`src/design/gop_aligned_prerecord_queue_assert.svh`:
```
// Assertion macros shared by the GOP-aligned prerecord queue modules.
// Needs signals named clk and rst_n in the module that uses them.
`ifndef GOP_ALIGNED_PRERECORD_QUEUE_ASSERT_SVH
`define GOP_ALIGNED_PRERECORD_QUEUE_ASSERT_SVH
`ifndef SYNTHESIS
// Same-cycle implication, disabled during reset
`define GAPQ_ASSERT_IMP(label, ante, cons, msg) \
    label: assert property (@(posedge clk) disable iff (!rst_n) (ante) |-> (cons)) \
        else $error(msg);
// Next-cycle implication, disabled during reset
`define GAPQ_ASSERT_NXT(label, ante, cons, msg) \
    label: assert property (@(posedge clk) disable iff (!rst_n) (ante) |=> (cons)) \
        else $error(msg);
`else
`define GAPQ_ASSERT_IMP(label, ante, cons, msg)
`define GAPQ_ASSERT_NXT(label, ante, cons, msg)
`endif
`endif

```
`src/design/gapq_pkg.sv`:
```
`timescale 1ns / 1ps
// Shared types, codes and field layout for the GOP-aligned prerecord queue.
// No dependencies.
package gapq_pkg;

    // Default parameter values
    localparam int DEF_MAX_FRAMES = 256;
    localparam int DEF_LEN_BITS   = 24;

    // Field widths
    localparam int CMD_W      = 2;
    localparam int FLEN_W     = 24;
    localparam int TIME_W     = 63;
    localparam int STATUS_W   = 3;
    localparam int OCNT_W     = 9;
    localparam int BYTES_W    = 32;
    localparam int CFG_ADDR_W = 2;
    localparam int CFG_DATA_W = 32;

    // Input transaction layout
    localparam int IN_DATA_W    = 152;
    localparam int IN_LEN_LO    = 0;
    localparam int IN_FTIME_LO  = 24;
    localparam int IN_NOW_LO    = 87;
    localparam int IN_EVICT_BIT = 150;
    localparam int IN_USER_W      = 4;
    localparam int USER_CMD_LO    = 0;
    localparam int USER_KEY_BIT   = 2;
    localparam int USER_AUDIO_BIT = 3;

    // Output transaction layout
    localparam int OUT_DATA_W     = 144;
    localparam int OUT_STATUS_LO  = 0;
    localparam int OUT_HVALID_BIT = 3;
    localparam int OUT_HLEN_LO    = 4;
    localparam int OUT_HTIME_LO   = 28;
    localparam int OUT_HKEY_BIT   = 91;
    localparam int OUT_COUNT_LO   = 92;
    localparam int OUT_BYTES_LO   = 101;
    localparam int OUT_EVICT_LO   = 133;

    // Register indexes and reset values
    localparam logic [CFG_ADDR_W-1:0] REG_RECORD_ENABLE = 2'd0;
    localparam logic [CFG_ADDR_W-1:0] REG_MAX_BYTES     = 2'd1;
    localparam logic [CFG_ADDR_W-1:0] REG_MAX_SPAN_US   = 2'd2;
    localparam int US_PER_SECOND = 1000000;
    localparam logic [BYTES_W-1:0] RST_MAX_BYTES   = 32'd16777216;
    localparam logic [BYTES_W-1:0] RST_MAX_SPAN_US = 32'(13 * US_PER_SECOND);

    // Commands
    localparam logic [CMD_W-1:0] CMD_ADD   = 2'd0;
    localparam logic [CMD_W-1:0] CMD_PEEK  = 2'd1;
    localparam logic [CMD_W-1:0] CMD_POP   = 2'd2;
    localparam logic [CMD_W-1:0] CMD_CLEAR = 2'd3;

    // Result status codes
    localparam logic [STATUS_W-1:0] STAT_OK       = 3'd0;
    localparam logic [STATUS_W-1:0] STAT_DISABLED = 3'd1;
    localparam logic [STATUS_W-1:0] STAT_NOT_KEY  = 3'd2;
    localparam logic [STATUS_W-1:0] STAT_FULL     = 3'd3;
    localparam logic [STATUS_W-1:0] STAT_EMPTY    = 3'd4;

    // Datapath queue operations
    localparam logic [1:0] OP_NONE  = 2'd0;
    localparam logic [1:0] OP_ADD   = 2'd1;
    localparam logic [1:0] OP_DROP  = 2'd2;
    localparam logic [1:0] OP_CLEAR = 2'd3;

    // Controller to datapath
    typedef struct packed {
        logic [1:0]          op;
        logic                evict_clr;
        logic                evict_inc;
        logic                load_later;
        logic                load_out;
        logic [STATUS_W-1:0] status;
    } dp_cmd_t;

    // Datapath to controller
    typedef struct packed {
        logic record_enable;
        logic count_zero;
        logic ring_full;
        logic head_vkey;
        logic evict_hit;
    } dp_stat_t;

endpackage

```
`src/design/gapq_ctrl.sv`:
```
`timescale 1ns / 1ps
// Controller: command decode, admission checks, eviction walk and result handoff.
// Depends on gapq_pkg and gop_aligned_prerecord_queue_assert.svh.
`include "gop_aligned_prerecord_queue_assert.svh"
module gapq_ctrl (
    input  logic                         clk,
    input  logic                         rst_n,
    input  logic                         s_tvalid,
    output logic                         s_tready,
    output logic                         m_tvalid,
    input  logic                         m_tready,
    input  logic [gapq_pkg::CMD_W-1:0]   command,
    input  logic                         key_frame,
    input  logic                         is_audio,
    input  logic                         allow_evict,
    input  gapq_pkg::dp_stat_t           stat,
    output gapq_pkg::dp_cmd_t            cmd
);
    import gapq_pkg::*;

    localparam logic [1:0] ST_IDLE   = 2'd0;
    localparam logic [1:0] ST_EVICT  = 2'd1;
    localparam logic [1:0] ST_RESULT = 2'd2;

    logic [1:0]          state_reg, state_next;
    logic [STATUS_W-1:0] status_reg, status_next;
    logic                in_group_reg, in_group_next;
    logic                m_tvalid_reg, m_tvalid_next;
    logic                drop_ok;

    // Keep dropping inside a group; start a new group only while over the limit
    assign drop_ok = !stat.count_zero &&
                     ((in_group_reg && !stat.head_vkey) ||
                      ((!in_group_reg || stat.head_vkey) && stat.evict_hit));

    always_comb
    begin
        state_next    = state_reg;
        status_next   = status_reg;
        in_group_next = in_group_reg;
        m_tvalid_next = m_tvalid_reg & ~m_tready;
        cmd           = '0;
        cmd.op        = OP_NONE;
        cmd.status    = status_reg;
        case (state_reg)
            ST_IDLE:
            begin
                if (s_tvalid)
                begin
                    cmd.evict_clr  = 1'b1;
                    cmd.load_later = 1'b1;
                    in_group_next  = 1'b0;
                    status_next    = STAT_OK;
                    state_next     = ST_RESULT;
                    case (command)
                        CMD_ADD:
                        begin
                            if (!stat.record_enable)
                                status_next = STAT_DISABLED;
                            else if (stat.count_zero && !(key_frame && !is_audio))
                                status_next = STAT_NOT_KEY;
                            else if (stat.ring_full)
                                status_next = STAT_FULL;
                            else
                            begin
                                cmd.op = OP_ADD;
                                if (allow_evict)
                                    state_next = ST_EVICT;
                            end
                        end
                        CMD_PEEK:
                        begin
                            if (stat.count_zero)
                                status_next = STAT_EMPTY;
                        end
                        CMD_POP:
                        begin
                            if (stat.count_zero)
                                status_next = STAT_EMPTY;
                            else
                                cmd.op = OP_DROP;
                        end
                        CMD_CLEAR:
                            cmd.op = OP_CLEAR;
                        default:
                        begin
                        end
                    endcase
                end
            end
            ST_EVICT:
            begin
                if (drop_ok)
                begin
                    cmd.op        = OP_DROP;
                    cmd.evict_inc = 1'b1;
                    in_group_next = 1'b1;
                end
                else
                    state_next = ST_RESULT;
            end
            ST_RESULT:
            begin
                if (!m_tvalid_reg || m_tready)
                begin
                    cmd.load_out  = 1'b1;
                    m_tvalid_next = 1'b1;
                    state_next    = ST_IDLE;
                end
            end
            default:
                state_next = ST_IDLE;
        endcase
    end

    always_ff @(posedge clk or negedge rst_n)
    begin
        if (!rst_n)
        begin
            state_reg    <= ST_IDLE;
            status_reg   <= STAT_OK;
            in_group_reg <= 1'b0;
            m_tvalid_reg <= 1'b0;
        end
        else
        begin
            state_reg    <= state_next;
            status_reg   <= status_next;
            in_group_reg <= in_group_next;
            m_tvalid_reg <= m_tvalid_next;
        end
    end

    assign s_tready = (state_reg == ST_IDLE);
    assign m_tvalid = m_tvalid_reg;

    `GAPQ_ASSERT_NXT(a_accept_leaves_idle, (state_reg == ST_IDLE) && s_tvalid,
        (state_reg == ST_EVICT) || (state_reg == ST_RESULT), "accepted item not started")
    `GAPQ_ASSERT_IMP(a_load_slot_free, cmd.load_out, !m_tvalid_reg || m_tready,
        "result overwrites an untaken result")
    `GAPQ_ASSERT_NXT(a_group_marked, (state_reg == ST_EVICT) && drop_ok,
        in_group_reg && (state_reg == ST_EVICT), "eviction drop lost group tracking")

endmodule

```
`config.mk`:
```
export PLATFORM = sky130hd
export DESIGN_NAME = gapq_ctrl
export DESIGN_NICKNAME = d
export VERILOG_FILES = /design/src/design/gapq_pkg.sv /design/src/design/gapq_ctrl.sv
export VERILOG_INCLUDE_DIRS = /design/src /design/src/design
export SDC_FILE = /design/constraint.sdc
export NUM_CORES = 1
export LEC_CHECK = 0
export BUFFER_PORTS_ARGS = -buffer_cell sky130_fd_sc_hd__buf_2
export CAP_MARGIN = 20
export CORE_AREA = 3 3 40 42
export CTS_BUF_LIST = sky130_fd_sc_hd__clkbuf_4 sky130_fd_sc_hd__clkbuf_8 sky130_fd_sc_hd__clkbuf_16
export DETAILED_ROUTE_END_ITERATION = 8
export DIE_AREA = 0 0 43 45
export GPL_ROUTABILITY_DRIVEN = 0
export PLACE_DENSITY = 0.66
export SLEW_MARGIN = 15
export SYNTH_ARGS = -nofsm -noshare
export SYNTH_HDL_FRONTEND = slang
export SYNTH_SLANG_ARGS = --single-unit
```
`constraint.sdc`:
```
create_clock -name clk -period 2.3 [get_ports clk]
set_input_delay 0.23 -clock clk [delete_from_list [all_inputs] [get_ports clk]]
set_output_delay 0.23 -clock clk [all_outputs]
set_load 0.02 [all_outputs]
```
Word-level counts from Yosys, hierarchy flattened --
Cells that the tools add are included.
Word-level totals: flip-flop bits (word level) 7, input bits 14, output and inout port bits 11, logic and storage cells 70
Operators by class: equality and inequality tests 9, multiplexer cells 34, bitwise operators 2, reduce and logical (&&, ||, !) cells 21
Operator list (number):
- 2-to-1 mux 2 bit | 13
- 2-to-1 mux 1 bit | 14
- one-hot mux 2 bit (3 select lines) | 2
- inequality test 2 bit, second input constant | 4
- == test 2 bit, second input constant | 3
- logical NOT 1 bit | 6
- 2-to-1 mux 3 bit | 2
- one-hot mux 3 bit (2 select lines) | 1
- AND reduction 3 bit | 2
- logical AND 1 bit | 5
- == test 2 x 1 -> 1 bit, second input constant | 2
- logical NOT 2 bit | 2
- one-hot mux 2 bit (2 select lines) | 1
- logical OR 1 bit | 3
- one-hot mux 1 bit (2 select lines) | 1
- AND reduction 2 bit | 1
- nonzero test 2 bit | 1
- OR reduction 2 bit | 1
- AND 1 bit | 1
- NOT 1 bit | 1

Logic depth before layout (Yosys ltp) --
Gate-level depths: netlist of the first run.
depth after elaboration 9, mapped depth 5, depth with buffers taken out 5

Least setup slack after synthesis of the first run --
Ideal clock, no wire load.
path kind register to output, from register state_reg[1], to output port cmd[7] (netlist bit), data arrival time 1.181 ns, data required time 2.070 ns, slack 0.889 ns, stages on the path, launching flop included 5, path buffers 0, cells stage by stage dfrtp_1 -> nor2_4 -> nand2_4 -> inv_2 -> a31o_1
RTL lines:
- start, declared | line gapq_ctrl.sv:25 | logic [1:0] state_reg, state_next;
- start signal, assigned | line gapq_ctrl.sv:127 | state_reg <= state_next;
- end, declared | line gapq_ctrl.sv:17 | output gapq_pkg::dp_cmd_t cmd

==> impl_metrics.prom, run 1 <==
# TYPE chip_impl_metric gauge
chip_impl_metric{name="max_slew.worst_pin.slew",unit="ns"} 0.233
chip_impl_metric{name="largest_net_degree_at_the_start_of_global_routing",unit=""} 10
chip_impl_metric{name="h-tree-depth",unit=""} 1
chip_impl_metric{name="sequential_to_total_area_share_from_yosys_stat",unit="%"} 36.5
chip_impl_metric{name="postCtsSetupRepairBufs",unit=""} 0
chip_impl_metric{name="core",unit="sq um"} 1280
chip_impl_metric{name="synth_async_sr_flop_share",unit="%"} 100
chip_impl_metric{name="portBuffers",unit=""} 24
chip_impl_metric{name="cts.reportedPaths.clkPinSlew",unit="ns"} 0.05
chip_impl_metric{name="finalNetCount",unit=""} 97
chip_impl_metric{name="switching_fraction_of_total_power",unit="%"} 34.3
chip_impl_metric{name="synth_warnings",unit=""} 0
chip_impl_metric{name="syn_nets",unit=""} 68
chip_impl_info{name="outcome",value="completed"} 1
chip_impl_metric{name="combPwrFrac",unit="%"} 32.1
chip_impl_metric{name="power.clock.fraction",unit="%"} 31.0
chip_impl_metric{name="yosys_top_cell_area_share",unit="%"} 36.5
chip_impl_metric{name="report.final.hold_viol_count",unit=""} 0
chip_impl_metric{name="grt.met2_usage",unit="%"} 18.0
chip_impl_metric{name="finalSetupViolations",unit=""} 0
chip_impl_metric{name="synth_seq_cells",unit=""} 7
chip_impl_metric{name="total_global_route_track_usage",unit="%"} 11.7
chip_impl_metric{name="drv_slew",unit=""} 0
chip_impl_info{name="critical-path-top-delay-family",value="flip-flops"} 1
chip_impl_metric{name="count_of_flip_flops_with_a_built_in_enable_after_synthesis",unit=""} 0
chip_impl_info{name="critical-path-slowest-cell",value="sky130_fd_sc_hd__dfrtp_1"} 1
chip_impl_metric{name="setup_tns",unit="ns"} 0
chip_impl_metric{name="worst_relative_slew_slack",unit="%"} 84.5
chip_impl_metric{name="chipWidth",unit="um"} 43
chip_impl_metric{name="total_switching_power",unit="uW"} 138
chip_impl_metric{name="report.power.total",unit="uW"} 402
chip_impl_metric{name="detailedPlacementHpwl",unit="um"} 816
chip_impl_metric{name="ioPinCount",unit=""} 25
chip_impl_info{name="post_synth_most_frequent_cells",value="7 x sky130_fd_sc_hd__dfrtp_1, 5 x sky130_fd_sc_hd__nand2_1, 4 x sky130_fd_sc_hd__nor2_1, 4 x sky130_fd_sc_hd__nor2b_1"} 1
chip_impl_metric{name="timing.critical_path.buf_inv",unit=""} 1
chip_impl_metric{name="arrival",unit="ns"} 1.40
chip_impl_info{name="yosys.area.top_type",value="sky130_fd_sc_hd__dfrtp_1"} 1
chip_impl_metric{name="drt-total-wl",unit="um"} 979
chip_impl_metric{name="cp_data_required_time",unit="ns"} 2.07
chip_impl_metric{name="cts.sink_count",unit=""} 7
chip_impl_metric{name="ir_worst_vdd",unit="mV"} 0.239
chip_impl_info{name="grt_busiest_layer",value="met2"} 1
chip_impl_metric{name="hold_buffers",unit=""} 1
chip_impl_info{name="timing_worst_setup_path_type",value="flop to primary output"} 1
chip_impl_metric{name="critical_path_peak_fanout",unit=""} 9
chip_impl_info{name="cts_tree",value="done"} 1
chip_impl_metric{name="cts_repair_resize_count",unit=""} 0
chip_impl_metric{name="timing.max_cap.violations",unit=""} 0
chip_impl_metric{name="syn-cell-area",unit="sq um"} 480
chip_impl_info{name="crit_path_start_kind",value="flop"} 1
chip_impl_metric{name="remaining_number_of_nets_flagged_by_the_antenna_check_after_routing",unit=""} 0
chip_impl_metric{name="use_met3",unit="%"} 2.39
chip_impl_metric{name="detail_routed_via_count_per_cell",unit=""} 4.80
chip_impl_metric{name="number_of_antenna_violations_at_the_first_check_in_global_routing",unit=""} 0
chip_impl_metric{name="gr-usage-met1",unit="%"} 13.1
chip_impl_info{name="clock_tree.root_cell",value="sky130_fd_sc_hd__clkbuf_4"} 1
chip_impl_info{name="synthMostInstantiatedCell",value="sky130_fd_sc_hd__dfrtp_1"} 1
chip_impl_info{name="leading_cell_types_by_total_area_after_synthesis",value="sky130_fd_sc_hd__dfrtp_1 36%, sky130_fd_sc_hd__ha_1 7.8%, sky130_fd_sc_hd__nor2b_1 5.2%"} 1
chip_impl_metric{name="timing.clock.skew",unit="ns"} 0.00173
chip_impl_metric{name="power_leakage",unit="nW"} 0.366
chip_impl_info{name="critical_path.cell_chain",value="nor2_4, nand2_4, nor3_2, a31o_1, buf_2"} 1
chip_impl_metric{name="cts_max_path_buffers",unit=""} 2
chip_impl_metric{name="critical_path.max_stage_delay",unit="ns"} 0.45
chip_impl_metric{name="total_clock_buffers_created_by_cts",unit=""} 3
chip_impl_metric{name="synthDistinctLibCells",unit=""} 29
chip_impl_metric{name="pwr_density_cell",unit="nW/um^2"} 617
chip_impl_metric{name="num_rows",unit=""} 13
chip_impl_metric{name="syn_area_per_cell",unit="sq um"} 9.42
chip_impl_metric{name="drt-wirelength-per-cell",unit="um"} 10.4
chip_impl_metric{name="layout_overhead_on_the_synthesized_area",unit="%"} 35.7
chip_impl_metric{name="first_global_vias",unit=""} 412
chip_impl_metric{name="globalRouteOverflowTotal",unit=""} 0
chip_impl_metric{name="diodes_inserted",unit=""} 0
chip_impl_metric{name="grt_first_pass_wirelength",unit="mm"} 1.61
chip_impl_info{name="endpoint_kind",value="primary output"} 1
chip_impl_metric{name="iteration_0_drc_count_of_the_detailed_router",unit=""} 2
chip_impl_info{name="ys_dominant_reg_cell",value="sky130_fd_sc_hd__dfrtp_1"} 1
chip_impl_metric{name="layout_min_cycle_time",unit="ns"} 1.63
chip_impl_metric{name="syn_inst",unit=""} 51
chip_impl_metric{name="clock_insertion_delay_worst_skew",unit="ns"} 0.25
chip_impl_metric{name="drc",unit=""} 0
chip_impl_info{name="hp-class",value="input pin to flop"} 1
chip_impl_metric{name="largest_register_ffs",unit=""} 3
chip_impl_metric{name="vertical_die_dimension",unit="um"} 45
chip_impl_metric{name="internal_power",unit="uW"} 264
chip_impl_metric{name="pwr-share-seq",unit="%"} 36.9
chip_impl_metric{name="dieArea",unit="sq um"} 1940
chip_impl_metric{name="final.period_utilization",unit="%"} 71.0
chip_impl_info{name="rsz0062_at_grt",value="no"} 1
chip_impl_metric{name="detailedRoute.firstPassIterationCount",unit=""} 2
chip_impl_metric{name="start_util",unit="%"} 37.4
chip_impl_metric{name="max_clock_freq",unit="MHz"} 612
chip_impl_metric{name="fillCellCount",unit=""} 134
chip_impl_metric{name="drive_above_1_share",unit="%"} 48.1
chip_impl_metric{name="detailroute.via_count",unit=""} 451
## final cells by class
| cell class | instances | area, sq um | area share (%) |
|---|---|---|---|
| Multi-Input combinational cell | 39 | 283 | 43.4 |
| Sequential cell | 7 | 175 | 26.9 |
| Timing Repair Buffer | 25 | 130 | 20.0 |
| Clock buffer | 4 | 30.0 | 4.61 |
| Tap cell | 15 | 18.8 | 2.88 |
| Inverter | 4 | 15.0 | 2.30 |
## cells by family after synthesis
group                    count (synthesis)  synth area share (%)
flip-flops                               7                  36.5
AO/OA/AOI/OAI                           14                  21.6
AND/OR/NAND/NOR                         22                  29.4
buffers and inverters                    5                  4.69
adder cells (fa/ha/maj)                  3                  7.81
## routing by layer
layer | wire (um) | vias up
met2 | 432 | 19
met4 | 46 | 0
met1 | 431 | 194
met5 | 0 | -
met3 | 68 | 5
li1 | - | 233
## worst register-to-register path, cell delays in order, from the launching register on
cell,delay [ns]
sky130_fd_sc_hd__dfrtp_1,0.37
sky130_fd_sc_hd__nor2b_1,0.14
sky130_fd_sc_hd__o21ai_2,0.18
sky130_fd_sc_hd__nor2_2,0.07
sky130_fd_sc_hd__a41o_1,0.20
## power by group through the flow
stage | logic [mW] | registers [mW] | clock network (mW)
floorplan | 0.0716 | 0.163 | 0
finish | 0.129 | 0.149 | 0.125
global placement | 0.130 | 0.150 | 0
global route | 0.140 | 0.150 | 0.138
CTS | 0.132 | 0.149 | 0.130
detailed placement | 0.130 | 0.151 | 0
## through the flow
stage               instances  hold WS [ns]  instance area [sq um]  setup WS (ns)  util, %
global route               94         0.162                    652          0.543     50.7
CTS                        94         0.163                    652          0.647     50.7
finish                     94         0.170                    652          0.666     50.7
global placement           89        0.0702                    612          0.895     47.6
detailed placement         89        0.0724                    612          0.878     47.6
floorplan                  51       -0.0656                    480          0.889        -
## final timing paths
path | to | cells past startpoint | slack [ns] | start
hold reg to reg | in_group_reg | 1 | 0.48 | in_group_reg
setup / recovery | cmd[7] | 5 | 0.67 | state_reg[1]
min in group asynchronous | state_reg[1] | 2 | 0.33 | rst_n
hold / removal | state_reg[1] | 2 | 0.17 | allow_evict
max in group asynchronous | status_reg[1] | 2 | 1.82 | rst_n
setup reg to reg | state_reg[0] | 4 | 1.22 | in_group_reg
## cells in the final DEF (no fill, tap or decap), drive strengths merged
master       instances
nand4                1
a31o                 1
a31oi                1
o22ai                1
buf                 24
nor3                 1
and3                 1
inv                  4
nor2                 6
a41o                 1
dlygate4sd3          1
nor2b                4
ha                   3
dfrtp                7
o31ai                1
nand2                6
a21o                 1
clkbuf               4
a21oi                2
o21ai                4
a21boi               1
nand2b               3
a22oi                1
Note: power is estimated with default switching activity, not from simulation.
==> run 2, diff against run 1 <==
--- a/config.mk
+++ b/config.mk
@@ -6,6 +6,7 @@
 export SDC_FILE = /design/constraint.sdc
 export NUM_CORES = 1
 export LEC_CHECK = 0
+export ABC_AREA = 1
 export BUFFER_PORTS_ARGS = -buffer_cell sky130_fd_sc_hd__buf_2
 export CAP_MARGIN = 20
 export CORE_AREA = 3 3 40 42
@@ -13,7 +14,7 @@
 export DETAILED_ROUTE_END_ITERATION = 8
 export DIE_AREA = 0 0 43 45
 export GPL_ROUTABILITY_DRIVEN = 0
-export PLACE_DENSITY = 0.66
+export PLACE_DENSITY = 0.68
 export SLEW_MARGIN = 15
 export SYNTH_ARGS = -nofsm -noshare
 export SYNTH_HDL_FRONTEND = slang
==> constraint.sdc (replaced) <==
create_clock -name clk -period 1.5 [get_ports clk]
set_input_delay 0.15 -clock clk [delete_from_list [all_inputs] [get_ports clk]]
set_output_delay 0.15 -clock clk [all_outputs]
set_load 0.02 [all_outputs]
==> impl_metrics.prom, run 2 <==
# TYPE chip_impl_metric gauge
chip_impl_info{name="worstReg2RegEnd",value="state_reg[0]"} 1
chip_impl_metric{name="final.period_utilization",unit="%"} 94.6
chip_impl_metric{name="yosys_top_cell_area_share",unit="%"} 37.2
chip_impl_metric{name="detailedPlacementHpwl",unit="um"} 849
chip_impl_metric{name="worst-r2r-cell-count",unit=""} 7
chip_impl_metric{name="sequential_to_total_area_share_from_yosys_stat",unit="%"} 37.2
chip_impl_metric{name="total_global_route_track_usage",unit="%"} 12.8
chip_impl_metric{name="num_rows",unit=""} 13
chip_impl_metric{name="grt_first_pass_wirelength",unit="mm"} 1.84
chip_impl_metric{name="placed_cells",unit=""} 104
chip_impl_metric{name="largest_net_degree_at_the_start_of_global_routing",unit=""} 8
chip_impl_metric{name="critical_path_peak_fanout",unit=""} 5
chip_impl_metric{name="setup_tns",unit="ns"} 0
chip_impl_metric{name="portBuffers",unit=""} 24
chip_impl_info{name="crit_path_start_kind",value="flop"} 1
chip_impl_info{name="leading_cell_types_by_total_area_after_synthesis",value="sky130_fd_sc_hd__dfrtp_1 37%, sky130_fd_sc_hd__inv_1 10%, sky130_fd_sc_hd__nand2_1 8.8%"} 1
chip_impl_metric{name="ioPinCount",unit=""} 25
chip_impl_metric{name="seq_area",unit="sq um"} 175
chip_impl_info{name="layout_common_cells",value="23 x sky130_fd_sc_hd__buf_2, 13 x sky130_fd_sc_hd__inv_1, 11 x sky130_fd_sc_hd__nand2_1, 7 x sky130_fd_sc_hd__nor2_1, 7 x sky130_fd_sc_hd__dfrtp_1"} 1
chip_impl_info{name="timing_worst_setup_path_type",value="flop to primary output"} 1
chip_impl_metric{name="diodes_inserted",unit=""} 0
chip_impl_metric{name="globalRouteOverflowTotal",unit=""} 0
chip_impl_metric{name="timing.clock.skew",unit="ns"} 0.00658
chip_impl_metric{name="max_clock_freq",unit="MHz"} 705
chip_impl_info{name="synthMostInstantiatedCell",value="sky130_fd_sc_hd__inv_1"} 1
chip_impl_info{name="post_synth_most_frequent_cells",value="13 x sky130_fd_sc_hd__inv_1, 11 x sky130_fd_sc_hd__nand2_1, 7 x sky130_fd_sc_hd__dfrtp_1, 7 x sky130_fd_sc_hd__nor2_1"} 1
chip_impl_metric{name="finalNetCount",unit=""} 113
chip_impl_info{name="most_common_cell_after_layout_fill_and_taps_aside",value="sky130_fd_sc_hd__buf_2"} 1
chip_impl_info{name="critical-path-top-delay-family",value="flip-flops"} 1
chip_impl_metric{name="post_layout_nonfiller_instances",unit=""} 110
chip_impl_info{name="endpoint_kind",value="primary output"} 1
chip_impl_metric{name="cts.sink_count",unit=""} 7
chip_impl_metric{name="iteration_0_drc_count_of_the_detailed_router",unit=""} 5
chip_impl_metric{name="layout_min_cycle_time",unit="ns"} 1.42
chip_impl_metric{name="syn_inst",unit=""} 65
chip_impl_metric{name="synthDistinctLibCells",unit=""} 18
chip_impl_metric{name="fillCellCount",unit=""} 129
chip_impl_metric{name="syn_area_per_cell",unit="sq um"} 7.24
chip_impl_metric{name="arrival",unit="ns"} 1.27
chip_impl_info{name="critical-path-slowest-cell",value="sky130_fd_sc_hd__dfrtp_1"} 1
chip_impl_info{name="ys_dominant_reg_cell",value="sky130_fd_sc_hd__dfrtp_1"} 1
chip_impl_metric{name="number_of_antenna_violations_at_the_first_check_in_global_routing",unit=""} 0
chip_impl_metric{name="multi_input_area",unit="sq um"} 231
chip_impl_info{name="min-delay-start",value="m_tready"} 1
chip_impl_metric{name="vertical_die_dimension",unit="um"} 45
chip_impl_metric{name="timing.hold.worst_path_depth",unit=""} 4
chip_impl_metric{name="final_core_utilization",unit="%"} 51.3
chip_impl_metric{name="clock_insertion_delay_worst_skew",unit="ns"} 0.26
chip_impl_info{name="cts_tree",value="done"} 1
chip_impl_metric{name="max_slew.worst_pin.slew",unit="ns"} 0.194
chip_impl_metric{name="start_util",unit="%"} 36.6
chip_impl_metric{name="synth_async_sr_flop_share",unit="%"} 100
chip_impl_metric{name="h-tree-depth",unit=""} 1
chip_impl_info{name="hp-class",value="input pin to flop"} 1
chip_impl_info{name="hold_path_end",value="m_tvalid"} 1
chip_impl_metric{name="pwr_density_cell",unit="nW/um^2"} 1400
chip_impl_info{name="worstReg2RegStart",value="state_reg[1]"} 1
chip_impl_metric{name="total_clock_buffers_created_by_cts",unit=""} 3
chip_impl_metric{name="critical_path.max_stage_delay",unit="ns"} 0.40
chip_impl_metric{name="dieArea",unit="sq um"} 1940
chip_impl_metric{name="report.final.hold_viol_count",unit=""} 0
chip_impl_metric{name="detailedRoute.firstPassIterationCount",unit=""} 4
chip_impl_metric{name="drive_above_1_share",unit="%"} 35.8
chip_impl_metric{name="ir_worst_vdd",unit="mV"} 0.638
chip_impl_metric{name="cts.reportedPaths.clkPinSlew",unit="ns"} 0.06
chip_impl_metric{name="timing.max_cap.violations",unit=""} 0
chip_impl_info{name="critical_path.cell_chain",value="inv_2, nand2_4, nor2_4, o21ai_1, a21oi_1, buf_4"} 1
chip_impl_metric{name="r2r_setup_slk",unit="ns"} 0.32
chip_impl_info{name="clock_tree.root_cell",value="sky130_fd_sc_hd__clkbuf_4"} 1
chip_impl_metric{name="dp_slack",unit="ns"} 0.257
chip_impl_metric{name="largest_register_ffs",unit=""} 3
chip_impl_metric{name="drt-wirelength-per-cell",unit="um"} 9.45
chip_impl_metric{name="synth_seq_cells",unit=""} 7
chip_impl_metric{name="drt-total-wl",unit="mm"} 1.04
chip_impl_metric{name="syn_nets",unit=""} 82
chip_impl_metric{name="syn-cell-area",unit="sq um"} 470
chip_impl_metric{name="core",unit="sq um"} 1280
chip_impl_metric{name="cp_data_required_time",unit="ns"} 1.35
chip_impl_metric{name="drc",unit=""} 0
chip_impl_metric{name="cts_max_path_buffers",unit=""} 2
chip_impl_info{name="yosys.area.top_type",value="sky130_fd_sc_hd__dfrtp_1"} 1
chip_impl_metric{name="detailroute.via_count",unit=""} 500
chip_impl_metric{name="finalSetupViolations",unit=""} 0
chip_impl_metric{name="remaining_number_of_nets_flagged_by_the_antenna_check_after_routing",unit=""} 0
chip_impl_info{name="outcome",value="completed"} 1
chip_impl_metric{name="count_of_flip_flops_with_a_built_in_enable_after_synthesis",unit=""} 0
chip_impl_metric{name="detail_routed_via_count_per_cell",unit=""} 4.55
chip_impl_metric{name="fin_ws",unit="ns"} 0.0806
chip_impl_metric{name="timing.critical_path.buf_inv",unit=""} 2
chip_impl_metric{name="drv_slew",unit=""} 0
chip_impl_metric{name="first_global_vias",unit=""} 464
chip_impl_metric{name="chipWidth",unit="um"} 43
chip_impl_metric{name="synth_warnings",unit=""} 0
chip_impl_metric{name="report.power.total",unit="uW"} 923
chip_impl_metric{name="worst_relative_slew_slack",unit="%"} 87.0
chip_impl_metric{name="layout_overhead_on_the_synthesized_area",unit="%"} 40.2
chip_impl_metric{name="power_leakage",unit="nW"} 0.402
==> run 2: cell types whose count changed in the layout (fill, tap and decap cells not counted), sizes merged, moves of 2 or more <==
| cell | previous run | this run |
|---|---|---|
| inv | 4 | 15 |
| nand2 | 6 | 12 |
| nor2b | 4 | 0 |
| nand2b | 3 | 0 |
| nand3 | 0 | 3 |
| o21ai | 4 | 7 |
| a21oi | 2 | 4 |
| buf | 24 | 26 |
| nor2 | 6 | 8 |
==> run 2: what timing repair did <==
action,in CTS,in global routing
buffers inserted,0,1
setup endpoints to repair,0,2
gates resized for setup,0,1
hold endpoints to repair,7,0
hold buffers,1,0
==> run 2: cells by family after synthesis <==
group / after synthesis / share of synthesized area, %
compound gates: 13 / 14.9
fa+ha+maj: 3 / 7.98
buf+inv: 16 / 13.6
flops: 7 / 37.2
simple gates: 26 / 26.3
==> run 2: metal layers <==
| metal | wire, um | vias to the layer above | track usage, % | part of all wire [%] |
|---|---|---|---|---|
| li1 | - | 261 | - | - |
| met1 | 458 | 213 | 14.8 | 44 |
| met2 | 463 | 22 | 21.3 | 45 |
| met3 | 89 | 4 | 2.39 | 8.6 |
| met4 | 28 | 0 | 9.04 | 2.7 |
| met5 | 0 | - | 0 | 0 |
==> run 2: stage by stage <==
| stage | cell area [sq um] | hold WS, ns |
|---|---|---|
| floorplan | 470 | -0.146 |
| global placement | 609 | -0.00470 |
| detailed placement | 609 | -0.00156 |
| CTS | 649 | 0.173 |
| global route | 659 | 0.217 |
| finish | 659 | 0.170 |
==> run 2: worst max path at each step <==
stage,cells past startpoint,end,slack [ns],start
global placement,7,cmd[7],0.27,command[0]
CTS,4,cmd[8],0.05,state_reg[1]
global route,6,cmd[7],-0.02,state_reg[1]
finish,6,cmd[7],0.08,state_reg[1]
detailed placement,7,cmd[7],0.26,command[0]
floorplan,5,cmd[7],0.15,state_reg[1]
==> run 2: power by group <==
part	internal (mW)	total [mW]	switching, mW
Combinational	0.160	0.455	0.295
Sequential	0.242	0.270	0.0276
Clock	0.120	0.198	0.0778
==> run 2: final cells by class <==
type / instances / area share, %
repair buffers: 27 / 22.4
well taps: 15 / 2.85
clock buffers: 4 / 4.55
multi-input cells: 42 / 35.1
flip-flops and latches: 7 / 26.6
inverters: 15 / 8.54
==> run 2: worst min-delay path, stage by stage <==
cell and delay [ns]:
sky130_fd_sc_hd__buf_2 0.07, sky130_fd_sc_hd__inv_1 0.03, sky130_fd_sc_hd__nand2_1 0.08, sky130_fd_sc_hd__nand2_1 0.06
==> run 3, diff against run 2 <==
--- a/config.mk
+++ b/config.mk
@@ -14,6 +14,7 @@
 export DETAILED_ROUTE_END_ITERATION = 8
 export DIE_AREA = 0 0 43 45
 export GPL_ROUTABILITY_DRIVEN = 0
+export HOLD_SLACK_MARGIN = 0.12
 export PLACE_DENSITY = 0.68
 export SLEW_MARGIN = 15
 export SYNTH_ARGS = -nofsm -noshare
==> constraint.sdc (replaced) <==
create_clock -name clk -period 1.2 [get_ports clk]
set_input_delay 0.12 -clock clk [delete_from_list [all_inputs] [get_ports clk]]
set_output_delay 0.12 -clock clk [all_outputs]
set_load 0.02 [all_outputs]
==> impl_metrics.prom, run 3 (synthesis results as in run 2) <==
# TYPE chip_impl_metric gauge
chip_impl_metric{name="combPwrFrac",unit="%"} 55.7
chip_impl_metric{name="detailroute.via_count",unit=""} 509
chip_impl_info{name="rsz0062_at_grt",value="yes"} 1
chip_impl_metric{name="ir_worst_vdd",unit="mV"} 0.888
chip_impl_metric{name="timing.clock.skew",unit="ns"} 0.00434
chip_impl_metric{name="start_util",unit="%"} 36.6
chip_impl_metric{name="number_of_antenna_violations_at_the_first_check_in_global_routing",unit=""} 0
chip_impl_info{name="hp-class",value="input pin to flop"} 1
chip_impl_metric{name="first_global_vias",unit=""} 491
chip_impl_metric{name="dp_slack",unit="ns"} 0.0611
chip_impl_metric{name="iteration_0_drc_count_of_the_detailed_router",unit=""} 5
chip_impl_metric{name="cp_data_required_time",unit="ns"} 1.08
chip_impl_metric{name="arrival",unit="ns"} 1.22
chip_impl_info{name="endpoint_kind",value="primary output"} 1
chip_impl_metric{name="core",unit="sq um"} 1280
chip_impl_metric{name="fin_ws",unit="ns"} -0.145
chip_impl_metric{name="layout_overhead_on_the_synthesized_area",unit="%"} 58.8
chip_impl_metric{name="switching_fraction_of_total_power",unit="%"} 42.4
chip_impl_metric{name="cts.reportedPaths.clkPinSlew",unit="ns"} 0.06
chip_impl_metric{name="drt-total-wl",unit="mm"} 1.18
chip_impl_metric{name="portBuffers",unit=""} 24
chip_impl_metric{name="grt_first_pass_wirelength",unit="mm"} 1.95
chip_impl_metric{name="max_clock_freq",unit="MHz"} 744
chip_impl_metric{name="ioPinCount",unit=""} 25
chip_impl_info{name="crit_path_start_kind",value="flop"} 1
chip_impl_metric{name="layout_min_cycle_time",unit="ns"} 1.34
chip_impl_metric{name="detailedRoute.firstPassIterationCount",unit=""} 4
chip_impl_metric{name="timing.critical_path.buf_inv",unit=""} 2
chip_impl_metric{name="drt-wirelength-per-cell",unit="um"} 10.5
chip_impl_info{name="critical_path.most_common_cell",value="sky130_fd_sc_hd__o21ai_2"} 1
chip_impl_metric{name="chipWidth",unit="um"} 43
chip_impl_metric{name="pwr_density_cell",unit="nW/um^2"} 1760
chip_impl_metric{name="timing.max_cap.violations",unit=""} 0
chip_impl_metric{name="finalNetCount",unit=""} 116
chip_impl_info{name="violations",value="setup timing"} 1
chip_impl_metric{name="final_core_utilization",unit="%"} 58.1
chip_impl_metric{name="diodes_inserted",unit=""} 0
chip_impl_metric{name="final.period_utilization",unit="%"} 112
chip_impl_metric{name="total_global_route_track_usage",unit="%"} 13.5
chip_impl_info{name="critical-path-top-delay-family",value="flip-flops"} 1
chip_impl_metric{name="cts.sink_count",unit=""} 7
chip_impl_info{name="timing_worst_setup_path_type",value="flop to primary output"} 1
chip_impl_metric{name="post_layout_nonfiller_instances",unit=""} 113
chip_impl_metric{name="remaining_number_of_nets_flagged_by_the_antenna_check_after_routing",unit=""} 0
chip_impl_metric{name="placed_cells",unit=""} 105
chip_impl_metric{name="power_leakage",unit="nW"} 0.425
chip_impl_metric{name="num_rows",unit=""} 13
chip_impl_metric{name="dieArea",unit="sq um"} 1940
chip_impl_metric{name="largest_register_ffs",unit=""} 3
chip_impl_metric{name="max_slew.worst_pin.slew",unit="ns"} 0.202
chip_impl_metric{name="total_switching_power",unit="uW"} 557
chip_impl_metric{name="pwr-share-seq",unit="%"} 26.1
chip_impl_metric{name="worst_relative_slew_slack",unit="%"} 86.4
chip_impl_metric{name="h-tree-depth",unit=""} 1
chip_impl_metric{name="vertical_die_dimension",unit="um"} 45
chip_impl_metric{name="critical_path_peak_fanout",unit=""} 3
chip_impl_metric{name="critical_path.max_stage_delay",unit="ns"} 0.41
chip_impl_metric{name="drv_slew",unit=""} 0
chip_impl_metric{name="detailedPlacementHpwl",unit="um"} 934
chip_impl_metric{name="total_clock_buffers_created_by_cts",unit=""} 3
chip_impl_info{name="critical_path.cell_chain",value="inv_2, nand2_4, nor2_4, o21ai_2, o21ai_2, buf_4"} 1
chip_impl_metric{name="globalRouteOverflowTotal",unit=""} 0
chip_impl_metric{name="cts_max_path_buffers",unit=""} 2
chip_impl_metric{name="drc",unit=""} 0
chip_impl_metric{name="detail_routed_via_count_per_cell",unit=""} 4.50
chip_impl_info{name="clock_tree.root_cell",value="sky130_fd_sc_hd__clkbuf_4"} 1
chip_impl_info{name="most_common_cell_after_layout_fill_and_taps_aside",value="sky130_fd_sc_hd__buf_2"} 1
chip_impl_info{name="cts_tree",value="done"} 1
chip_impl_metric{name="largest_net_degree_at_the_start_of_global_routing",unit=""} 8
chip_impl_metric{name="report.final.hold_viol_count",unit=""} 0
chip_impl_metric{name="drive_above_1_share",unit="%"} 50.0
chip_impl_info{name="outcome",value="finished, violations left"} 1
chip_impl_info{name="layout_common_cells",value="17 x sky130_fd_sc_hd__buf_2, 11 x sky130_fd_sc_hd__inv_1, 9 x sky130_fd_sc_hd__buf_4, 8 x sky130_fd_sc_hd__nand2_1, 7 x sky130_fd_sc_hd__dfrtp_1"} 1
chip_impl_metric{name="finalSetupViolations",unit=""} 6
chip_impl_metric{name="clock_insertion_delay_worst_skew",unit="ns"} 0.25
chip_impl_metric{name="power.clock.fraction",unit="%"} 18.2
chip_impl_metric{name="internal_power",unit="uW"} 757
chip_impl_info{name="critical-path-slowest-cell",value="sky130_fd_sc_hd__dfrtp_1"} 1
[run 3: path summary, 6_finish.rpt]
check,from,end,slack (ns),cells past startpoint
setup / recovery,state_reg[1],cmd[8],-0.14,6
max in group asynchronous,rst_n,state_reg[1],0.81,2
hold reg to reg,status_reg[1],status_reg[1],0.51,2
min in group asynchronous,rst_n,status_reg[2],0.23,2
setup reg to reg,state_reg[1],state_reg[0],0.03,7
hold / removal,stat[4],status_reg[1],0.15,3
[run 3: power by group through the flow]
| stage | clock network [mW] | logic [mW] | registers, mW |
|---|---|---|---|
| 2_1_floorplan | 0 | 0.341 | 0.404 |
| 3_3_place_gp | 0 | 0.576 | 0.342 |
| 3_5_place_dp | 0 | 0.584 | 0.345 |
| 4_1_cts | 0.246 | 0.684 | 0.341 |
| 5_1_grt | 0.267 | 0.804 | 0.355 |
| 6_report | 0.239 | 0.732 | 0.343 |
[run 3: cell type report]
class | instances | area (sq um)
tap | 15 | 18.8
timing repair buffer | 30 | 196
clock buffer | 4 | 30.0
sequential | 7 | 175
multi-input combinational | 42 | 268
fill | 126 | 538
inverter | 15 | 58.8
[run 3: per-layer routing]
| metal | wire [um] | track usage (%) |
|---|---|---|
| met5 | 0 | 0 |
| met3 | 48 | 2.79 |
| met1 | 495 | 15.5 |
| met2 | 637 | 22.8 |
| met4 | 0 | 9.04 |
[run 3: through the flow]
step                      TNS (ns)  cell area (sq um)  power, mW  hold slack, ns
after global placement           0                628      0.918         -0.0316
final                       -0.626                747       1.31           0.152
after global routing         -1.21                747       1.43           0.167
after floorplan                  0                482      0.745          -0.176
after CTS                   -0.659                701       1.27           0.148
after detailed placement         0                628      0.929         -0.0351
[run 3: repair_timing]
action	CTS	global route
setup endpoints to repair	5	8
endpoints found under the hold margin	7	0
pin swaps	1	4
setup buffers	1	3
gates cloned	0	0
hold buffers	1	0
gates resized for setup	10	12
[run 3: worst register-to-register path: cells and delay by family, from the launching register on]
kind	cells	cell delay (ns)
buffers and inverters	1	0.15
and+or+nand+nor	6	0.50
DFF	1	0.41
